===== config.mk =====
export PLATFORM = sky130hd
export DESIGN_NAME = depq_ctrl
export DESIGN_NICKNAME = d
export VERILOG_FILES = /design/src/sv/double_ended_priority_queue_unit_assert.svh /design/src/sv/depq_pkg.sv /design/src/sv/depq_ctrl.sv
export SDC_FILE = /design/constraint.sdc
export NUM_CORES = 1
export LEC_CHECK = 0
export BUFFER_PORTS_ARGS = -buffer_cell sky130_fd_sc_hd__clkbuf_2
export CAP_MARGIN = 20
export CORE_ASPECT_RATIO = 0.9
export CORE_MARGIN = 4
export CORE_UTILIZATION = 53
export DETAILED_ROUTE_END_ITERATION = 10
export PLACE_DENSITY_LB_ADDON = 0.2
export RECOVER_POWER = 50
export SYNTH_ARGS = -nofsm -noshare
export SYNTH_HDL_FRONTEND = slang
export SYNTH_SLANG_ARGS = --single-unit

===== constraint.sdc =====
create_clock -name clk -period 2.1 [get_ports clk]
set_input_delay 0.21 -clock clk [delete_from_list [all_inputs] [get_ports clk]]
set_output_delay 0.21 -clock clk [all_outputs]
set_load 0.02 [all_outputs]

===== src/sv/double_ended_priority_queue_unit_assert.svh =====
// Assertion macros used by the queue datapath.
`ifndef DOUBLE_ENDED_PRIORITY_QUEUE_UNIT_ASSERT_SVH
`define DOUBLE_ENDED_PRIORITY_QUEUE_UNIT_ASSERT_SVH

// The consequent must hold in the same cycle as the antecedent.
`define DEPQ_ASSERT_SAME(lbl, ante, cons, msg) \
  lbl: assert property (@(posedge clk) disable iff (!rst_n) (ante) |-> (cons)) \
    else $error(msg);

// The consequent must hold in the cycle after the antecedent.
`define DEPQ_ASSERT_NEXT(lbl, ante, cons, msg) \
  lbl: assert property (@(posedge clk) disable iff (!rst_n) (ante) |=> (cons)) \
    else $error(msg);

`endif


===== src/sv/depq_pkg.sv =====
// Package with the item types, codes and controller commands of the queue.
`default_nettype none
package depq_pkg;

  localparam int DEPQ_CAPACITY = 64;
  localparam int OP_W    = 3;
  localparam int KEY_W   = 32;
  localparam int POS_W   = 6;
  localparam int STAT_W  = 2;
  localparam int COUNT_W = 7;

  localparam logic [OP_W-1:0] OP_INSERT      = 3'd0;
  localparam logic [OP_W-1:0] OP_EXTRACT_MAX = 3'd1;
  localparam logic [OP_W-1:0] OP_EXTRACT_MIN = 3'd2;
  localparam logic [OP_W-1:0] OP_DELETE_POS  = 3'd3;
  localparam logic [OP_W-1:0] OP_KEY_EXISTS  = 3'd4;

  localparam logic [STAT_W-1:0] ST_OK    = 2'd0;
  localparam logic [STAT_W-1:0] ST_EMPTY = 2'd1;
  localparam logic [STAT_W-1:0] ST_FULL  = 2'd2;
  localparam logic [STAT_W-1:0] ST_RANGE = 2'd3;

  typedef struct packed {
    logic [OP_W-1:0]         op;
    logic signed [KEY_W-1:0] key;
    logic [POS_W-1:0]        position;
  } in_item_t;

  typedef struct packed {
    logic signed [KEY_W-1:0] result_key;
    logic                    found;
    logic [STAT_W-1:0]       status;
    logic [COUNT_W-1:0]      count;
  } out_item_t;

  typedef enum logic [3:0] {
    CMD_NONE,
    CMD_LOAD,
    CMD_INS,
    CMD_RD0,
    CMD_RD1,
    CMD_RMV,
    CMD_RDD,
    CMD_DOWN,
    CMD_RDU,
    CMD_UP,
    CMD_PLACE,
    CMD_RDT,
    CMD_MINL,
    CMD_SCAN_RD,
    CMD_SCAN_CMP,
    CMD_FIN
  } dp_cmd_t;

  typedef struct packed {
    logic is_ins;
    logic is_rmv;
    logic is_scan;
    logic err;
    logic cnt_zero;
    logic dmove;
    logic umove;
    logic fix1;
    logic fix2;
    logic scan_end;
  } dp_status_t;

endpackage
`default_nettype wire


===== src/sv/depq_ctrl.sv =====
// Controller state machine that sequences load, insert and removal setup, both sifts, scan and result.
`default_nettype none
module depq_ctrl import depq_pkg::*; (
  input  wire logic clk,
  input  wire logic rst_n,
  input  wire logic in_valid,
  output logic      in_ready,
  output logic      out_valid,
  input  wire logic out_ready,
  input  wire dp_status_t status,
  output dp_cmd_t   cmd
);

  typedef enum logic [16:0] {
    S_IDLE  = 17'h00001,
    S_DISP  = 17'h00002,
    S_INS   = 17'h00004,
    S_RD0   = 17'h00008,
    S_RD1   = 17'h00010,
    S_RMV   = 17'h00020,
    S_BR    = 17'h00040,
    S_RDD   = 17'h00080,
    S_DOWN  = 17'h00100,
    S_RDU   = 17'h00200,
    S_UP    = 17'h00400,
    S_PLACE = 17'h00800,
    S_RDT   = 17'h01000,
    S_MINL  = 17'h02000,
    S_SCAN  = 17'h04000,
    S_SCANC = 17'h08000,
    S_DONE  = 17'h10000
  } state_t;

  state_t state_r, state_nxt;
  logic   out_valid_r, out_valid_nxt;

  assign in_ready  = (state_r == S_IDLE);
  assign out_valid = out_valid_r;

  always_comb begin
    state_nxt = state_r;
    cmd = CMD_NONE;
    case (state_r)
      S_IDLE: begin
        if (in_valid) begin
          cmd = CMD_LOAD;
          state_nxt = S_DISP;
        end
      end
      S_DISP: begin
        if (status.err) state_nxt = S_DONE;
        else if (status.is_ins) state_nxt = S_INS;
        else if (status.is_rmv) state_nxt = S_RD0;
        else if (status.is_scan && !status.cnt_zero) state_nxt = S_SCAN;
        else state_nxt = S_DONE;
      end
      S_INS: begin
        cmd = CMD_INS;
        state_nxt = S_RDD;
      end
      S_RD0: begin
        cmd = CMD_RD0;
        state_nxt = S_RD1;
      end
      S_RD1: begin
        cmd = CMD_RD1;
        state_nxt = S_RMV;
      end
      S_RMV: begin
        cmd = CMD_RMV;
        state_nxt = S_BR;
      end
      S_BR: begin
        if (status.fix1) state_nxt = S_RDD;
        else if (status.fix2) state_nxt = S_RDT;
        else state_nxt = S_DONE;
      end
      S_RDD: begin
        cmd = CMD_RDD;
        state_nxt = S_DOWN;
      end
      S_DOWN: begin
        cmd = CMD_DOWN;
        state_nxt = status.dmove ? S_RDD : S_RDU;
      end
      S_RDU: begin
        cmd = CMD_RDU;
        state_nxt = S_UP;
      end
      S_UP: begin
        cmd = CMD_UP;
        state_nxt = status.umove ? S_RDU : S_PLACE;
      end
      S_PLACE: begin
        cmd = CMD_PLACE;
        state_nxt = status.fix2 ? S_RDT : S_DONE;
      end
      S_RDT: begin
        cmd = CMD_RDT;
        state_nxt = S_MINL;
      end
      S_MINL: begin
        cmd = CMD_MINL;
        state_nxt = S_RDD;
      end
      S_SCAN: begin
        cmd = CMD_SCAN_RD;
        state_nxt = S_SCANC;
      end
      S_SCANC: begin
        cmd = CMD_SCAN_CMP;
        state_nxt = status.scan_end ? S_DONE : S_SCAN;
      end
      S_DONE: begin
        // Wait here only while the previous item still sits in the output register.
        if (!out_valid_r || out_ready) begin
          cmd = CMD_FIN;
          state_nxt = S_IDLE;
        end
      end
      default: state_nxt = S_IDLE;
    endcase
  end

  always_comb begin
    out_valid_nxt = out_valid_r;
    if (out_valid_r && out_ready) out_valid_nxt = 1'b0;
    if (cmd == CMD_FIN) out_valid_nxt = 1'b1;
  end

  always_ff @(posedge clk) begin
    if (!rst_n) begin
      state_r     <= S_IDLE;
      out_valid_r <= 1'b0;
    end else begin
      state_r     <= state_nxt;
      out_valid_r <= out_valid_nxt;
    end
  end

endmodule
`default_nettype wire


==> flow_metrics.tcl, run 1 <==
set metrics [dict create \
    hold_viol_final 0 \
    post-route-period-util_pct 113 \
    synth_fp_nets 131 \
    syn2layout_area_growth_pct 41.4 \
    violations "setup timing" \
    fp.dieW_microns 55.0 \
    clock.fmax_mhz 420 \
    cp_top_family "simple AND/OR/NAND/NOR gates" \
    path_class "reg -> out" \
    synthTopCellsByCount "18 x dfxtp_1, 9 x nor2_1, 8 x nor3_1" \
    hold_class "in -> reg" \
    cts_buffers 3 \
    run_status "complete, but fails checks" \
    use_met1_pct 30.3 \
    slowest_delay_ps 390 \
    drive_above_1_share_pct 46.2 \
    syn_inst 117 \
    cts_tree "yes" \
    top_usage_layer "met2" \
    firstDrtPassIters 4 \
    viasPerCell 6.20 \
    insertion_delay_ps 300 \
    netlist.area_leader.share_pct 34.2 \
    crit_slowest_cell "nor4_4" \
    finalMaxSlewViolations 0 \
    fin_nets 173 \
    cts_hold_buf 0 \
    start_util_pct 55.5 \
    synth.cell_area_sq_um 1050 \
    irDropWorstVdd_mv 0.397 \
    first_iter_violations 43 \
    pin_count 20 \
    ys_ff_latch 18 \
    n_antenna_cell 0 \
    setup_slack_ps -281 \
    endpoint_kind "output port" \
    crit_chain "nor4_4, buf_4, nand4_4, nor4b_2, buf_4, a31oi_1, nand3_1, clkbuf_8" \
    antenna_found_initial 0 \
    hpwl_microns 2010 \
    htree_levels 1 \
    synth-edff-count 0 \
    dp_slack_ps 58.4 \
    overflow 0 \
    num_rows 15 \
    power_density_nw_per_um2 469 \
    setup_violations 5 \
    worstSetupStartpointType "flop" \
    max-cap-violations 0 \
    gp_congestion 0.914 \
    worst-path-max-fanout 5 \
    met2_usage_pct 43.5 \
    yosysTopAreaCell "dfxtp_1" \
    wl_microns 3190 \
    synth.most_common_cell "dfxtp_1" \
    track_usage_pct 25.9 \
    leakagePower_nw 0.630 \
    crit_buf_inv 3 \
    io_buffers 19 \
    met3_usage_pct 7.12 \
    grt_pass1_vias 1183 \
    seq_area_frac_synth_pct 34.2 \
    ys_types 42 \
    post_drt_wl_per_cell_microns 17.4 \
    rsz0062_at_grt "yes" \
    grt_pass1_wl_microns 5200 \
    ant_nets 0 \
    worstMarginPinSlew_ps 373 \
    yosysWarnings 0 \
    fin_skew_ps 6.92 \
    synthArstFlopShare_pct 0 \
    route.detailed.drc 0 \
    core_area_sq_um 1900 \
    worst_ep_required_time_ps 1890 \
    max_slew_margin_pct 74.8 \
    worst_ep_arrival_time_ps 2170 \
    synth_flop_cell "dfxtp_1" \
    cts.sinks 18 \
    post-route-min-period_ps 2380 \
    die_h_microns 50.3 \
    root_buffer "clkbuf_4" \
    grt_max_degree 19 \
    dieArea_sq_um 2760 \
    synth.area.top_cells "dfxtp_1 34%, nor4_4 4.0%, and4b_1 3.8%" \
    clk_pin_slew_ps 100 \
    hold_ws_ps 159 \
    syn_area_per_cell_sq_um 8.99 \
    crit_top_cell "buf_4" \
    num_vias 1135 \
    cts_buffer_depth 2 \
]
[final cells by class]
type,count,area (sq um)
timing repair buffer,38,265
sequential,18,369
inverter,4,15.0
clock buffer,4,36.3
tap,25,31.3
multi-input combinational,94,771
fill,124,408
[metal layers]
metal	part of all wire [%]	vias to the layer above
met2	50	66
met4	3.4	0
met5	0	-
met1	40	527
li1	-	532
met3	6.2	10
[path summary, 6_finish.rpt]
check                                             start  cells after the start  slack, ps                  endpoint
worst max-delay path            state_r[1]$_SDFFE_PN0P_                      8       -280                    cmd[0]
worst min-delay path                          status[4]                      3        160   state_r[7]$_SDFFE_PN0P_
worst max register to register  state_r[1]$_SDFFE_PN0P_                      7         30  state_r[16]$_SDFFE_PN0P_
worst min register to register  state_r[4]$_SDFFE_PN0P_                      2        600   state_r[5]$_SDFFE_PN0P_
[placed cells by master (no fill, tap or decap), types with 5 or more instances in the layout]
master / instances
clkbuf_2: 14
nand2_1: 6
buf_4: 20
nor2_1: 7
nor3_1: 5
and2_1: 6
dfxtp_1: 13
[timing repair]
item | CTS | global route
gates resized for setup | 29 | 5
pin swaps | 10 | 4
endpoints found under the setup margin | 5 | 6
setup buffers | 8 | 2
endpoints found under the hold margin | 0 | 0
gates cloned | 0 | 0
[power by group]
part,switching (mW),internal (mW),leakage [nW]
clock,0.108,0.106,0.0210
combinational,0.0685,0.0622,0.460
sequential,0.00905,0.344,0.148
[registers in the layout (all words and copies together) (netlist names)]
| signal | count |
|---|---|
| state_r | 17 |
| out_valid | 1 |
[stage by stage]
stage               power (mW)  utilization, %  TNS, ps  area, sq um  cells
detailed placement       0.460            65.5        0         1240    169
global route             0.734            78.5    -1310         1490    183
CTS                      0.697            77.0     -469         1460    181
finish                   0.698            78.5     -937         1490    183
global placement         0.458            65.5        0         1240    169
floorplan                0.422               -        0         1050    117
[tightest hold or removal path, cell delays in order]
cell,delay [ps]
clkbuf_2,90
nand2_1,50
a21boi_0,60
[cell families after synthesis]
group                  share of synthesized area [%]
XOR/XNOR                                        2.50
AO/OA/AOI/OAI                                   13.2
flip-flops                                      34.2
AND/OR/NAND/NOR                                 48.3
buffers and inverters                           1.78
(Power assumes the default switching activity.)
==> inputs of run 2 (changes only) <==
--- a/config.mk
+++ b/config.mk
@@ -13,6 +13,7 @@
 export DETAILED_ROUTE_END_ITERATION = 10
 export PLACE_DENSITY_LB_ADDON = 0.2
 export RECOVER_POWER = 50
+export SKIP_LAST_GASP = 1
 export SYNTH_ARGS = -nofsm -noshare
 export SYNTH_HDL_FRONTEND = slang
 export SYNTH_SLANG_ARGS = --single-unit
==> run 2 against run 1 <==
  * The flow still finishes with violations (setup timing)
  * Register-to-register slack about the same
  * Final area increased by 2.7%
  * Power increased by 0.52%
  * Clock power about the same
  * Sequential power about the same
  * Critical path type unchanged
  * Critical endpoint is now cmd[3]
  * Largest cell class unchanged
==> flow_metrics.tcl, run 2 (synthesis results as in run 1) <==
set metrics [dict create \
    grt_pass1_wl_microns 5000 \
    num_rows 15 \
    route.detailed.drc 0 \
    timing.rr.start "state_r[3]$_SDFFE_PN0P_" \
    largest_register "state_r" \
    worstSetupStartpointType "flop" \
    worst-path-max-fanout 3 \
    dpl_cell_area_sq_um 1240 \
    wl_microns 3190 \
    worst_ep_arrival_time_ps 2090 \
    power_density_nw_per_um2 459 \
    leakagePower_nw 0.661 \
    post-route-min-period_ps 2300 \
    cp-endpoint "cmd[3]" \
    critPathLaunch "state_r[8]$_SDFFE_PN0P_" \
    switchingPower_uw 184 \
    cts_hold_buf 0 \
    max_slew_margin_pct 77.5 \
    firstDrtPassIters 4 \
    cts_buffers 3 \
    largest_reg_flops 17 \
    fin_skew_ps 8.08 \
    io_buffers 19 \
    comb_power_share_pct 19.3 \
    antenna_found_initial 0 \
    pwr-share-clk_pct 30.4 \
    grt_pass1_vias 1126 \
    r2r-end "state_r[0]$_SDFFE_PN1P_" \
    hpwl_microns 2010 \
    cts_tree "yes" \
    hold_viol_final 0 \
    seqPwrFrac_pct 50.3 \
    core_area_sq_um 1900 \
    die_h_microns 50.3 \
    final_area_sq_um 1530 \
    setup_violations 4 \
    htree_levels 1 \
    post_drt_wl_per_cell_microns 16.9 \
    num_vias 1142 \
    r2r.worst_path.cells 8 \
    setup_slack_ps -203 \
    ant_nets 0 \
    hold_depth 3 \
    clock.fmax_mhz 434 \
    root_buffer "clkbuf_4" \
    final_cell_mix "26 x buf_4, 15 x clkbuf_2, 9 x dfxtp_2" \
    cts_buffer_depth 2 \
    violations "setup timing" \
    switching_share_pct 26.3 \
    fin_nets 179 \
    insertion_delay_ps 300 \
    irDropWorstVdd_mv 0.392 \
    hold_class "in -> reg" \
    overflow 0 \
    start_util_pct 55.5 \
    run_status "complete, but fails checks" \
    finalMaxSlewViolations 0 \
    first_iter_violations 60 \
    grt_max_degree 19 \
    worst_ep_required_time_ps 1890 \
    endpoint_kind "output port" \
    fp.dieW_microns 55.0 \
    layout_commonest_cell "buf_4" \
    rsz0062_at_grt "yes" \
    viasPerCell 6.04 \
    pin_count 20 \
    syn2layout_area_growth_pct 45.2 \
    max-cap-violations 0 \
    dieArea_sq_um 2760 \
    worstMarginPinSlew_ps 335 \
    cts.sinks 18 \
    r2r_slack_ps 40 \
    gp_congestion 0.914 \
    post-route-period-util_pct 110 \
    p_int_uw 517 \
    n_antenna_cell 0 \
    track_usage_pct 24.4 \
    drive_above_1_share_pct 50.0 \
    final_util_pct 80.6 \
    clk_pin_slew_ps 100 \
    setup_tns_ps -740 \
    path_class "reg -> out" \
]
[run 2: cell count changes in the layout (fill, tap and decap cells not counted), moves of 2 or more]
cell	delta
buf_4	+6
nor3_2	-3
clkbuf_8	-2
dfxtp_1	-6
nor3_1	+2
dfxtp_2	+5
[run 2: power by group through the flow]
stage / combinational [mW] / clock, mW / sequential (mW)
floorplan: 0.0611 / 0 / 0.361
global placement: 0.0975 / 0 / 0.360
detailed placement: 0.0995 / 0 / 0.360
CTS: 0.115 / 0.224 / 0.353
global route: 0.146 / 0.238 / 0.353
finish: 0.135 / 0.213 / 0.353
[run 2: metrics by stage]
stage | hold slack (ps) | power [mW] | setup WS, ps | std cells
4_1_cts | 138 | 0.692 | -135 | 181
2_1_floorplan | 326 | 0.422 | 176 | 117
6_report | 164 | 0.701 | -203 | 189
5_1_grt | 152 | 0.738 | -317 | 189
3_3_place_gp | 465 | 0.458 | 83.4 | 169
3_5_place_dp | 465 | 0.460 | 58.4 | 169
[run 2: worst max-delay path: stages (launching register included)]
cell	delay, ps
dfxtp_4	370
nor4_4	300
buf_4	180
nand4_1	210
nor4b_4	360
nor3_1	140
nand2_1	70
clkbuf_2	160
[run 2: repair_timing]
item,in CTS,in global routing
buffers inserted,8,8
pin swaps,9,8
setup endpoints to repair,5,6
gates resized for setup,22,17
[run 2: area by class of cell]
class                   instances  area [sq um]
well taps                      25          31.3
inverters                       4          15.0
clock buffers                   4          36.3
multi-input cells              94           767
flip-flops and latches         18           379
repair buffers                 44           299
fillers                       115           368
[run 2: worst min-delay path by stage]
stage | start | to | slack [ps]
floorplan | status[1] | state_r[12]$_SDFFE_PN0P_ | 330
global placement | status[1] | state_r[12]$_SDFFE_PN0P_ | 460
detailed placement | status[1] | state_r[12]$_SDFFE_PN0P_ | 460
CTS | status[1] | state_r[12]$_SDFFE_PN0P_ | 140
global route | status[4] | state_r[7]$_SDFFE_PN0P_ | 150
finish | status[4] | state_r[7]$_SDFFE_PN0P_ | 160
[run 2: metal layers]
metal	track usage (%)	share of wire [%]	up-vias	wire length [microns]
met5	0	0	-	0
met4	4.05	2.9	0	91
met3	6.53	7.3	11	233
met2	42.5	48	52	1540
met1	29.8	42	535	1320
li1	-	-	544	-
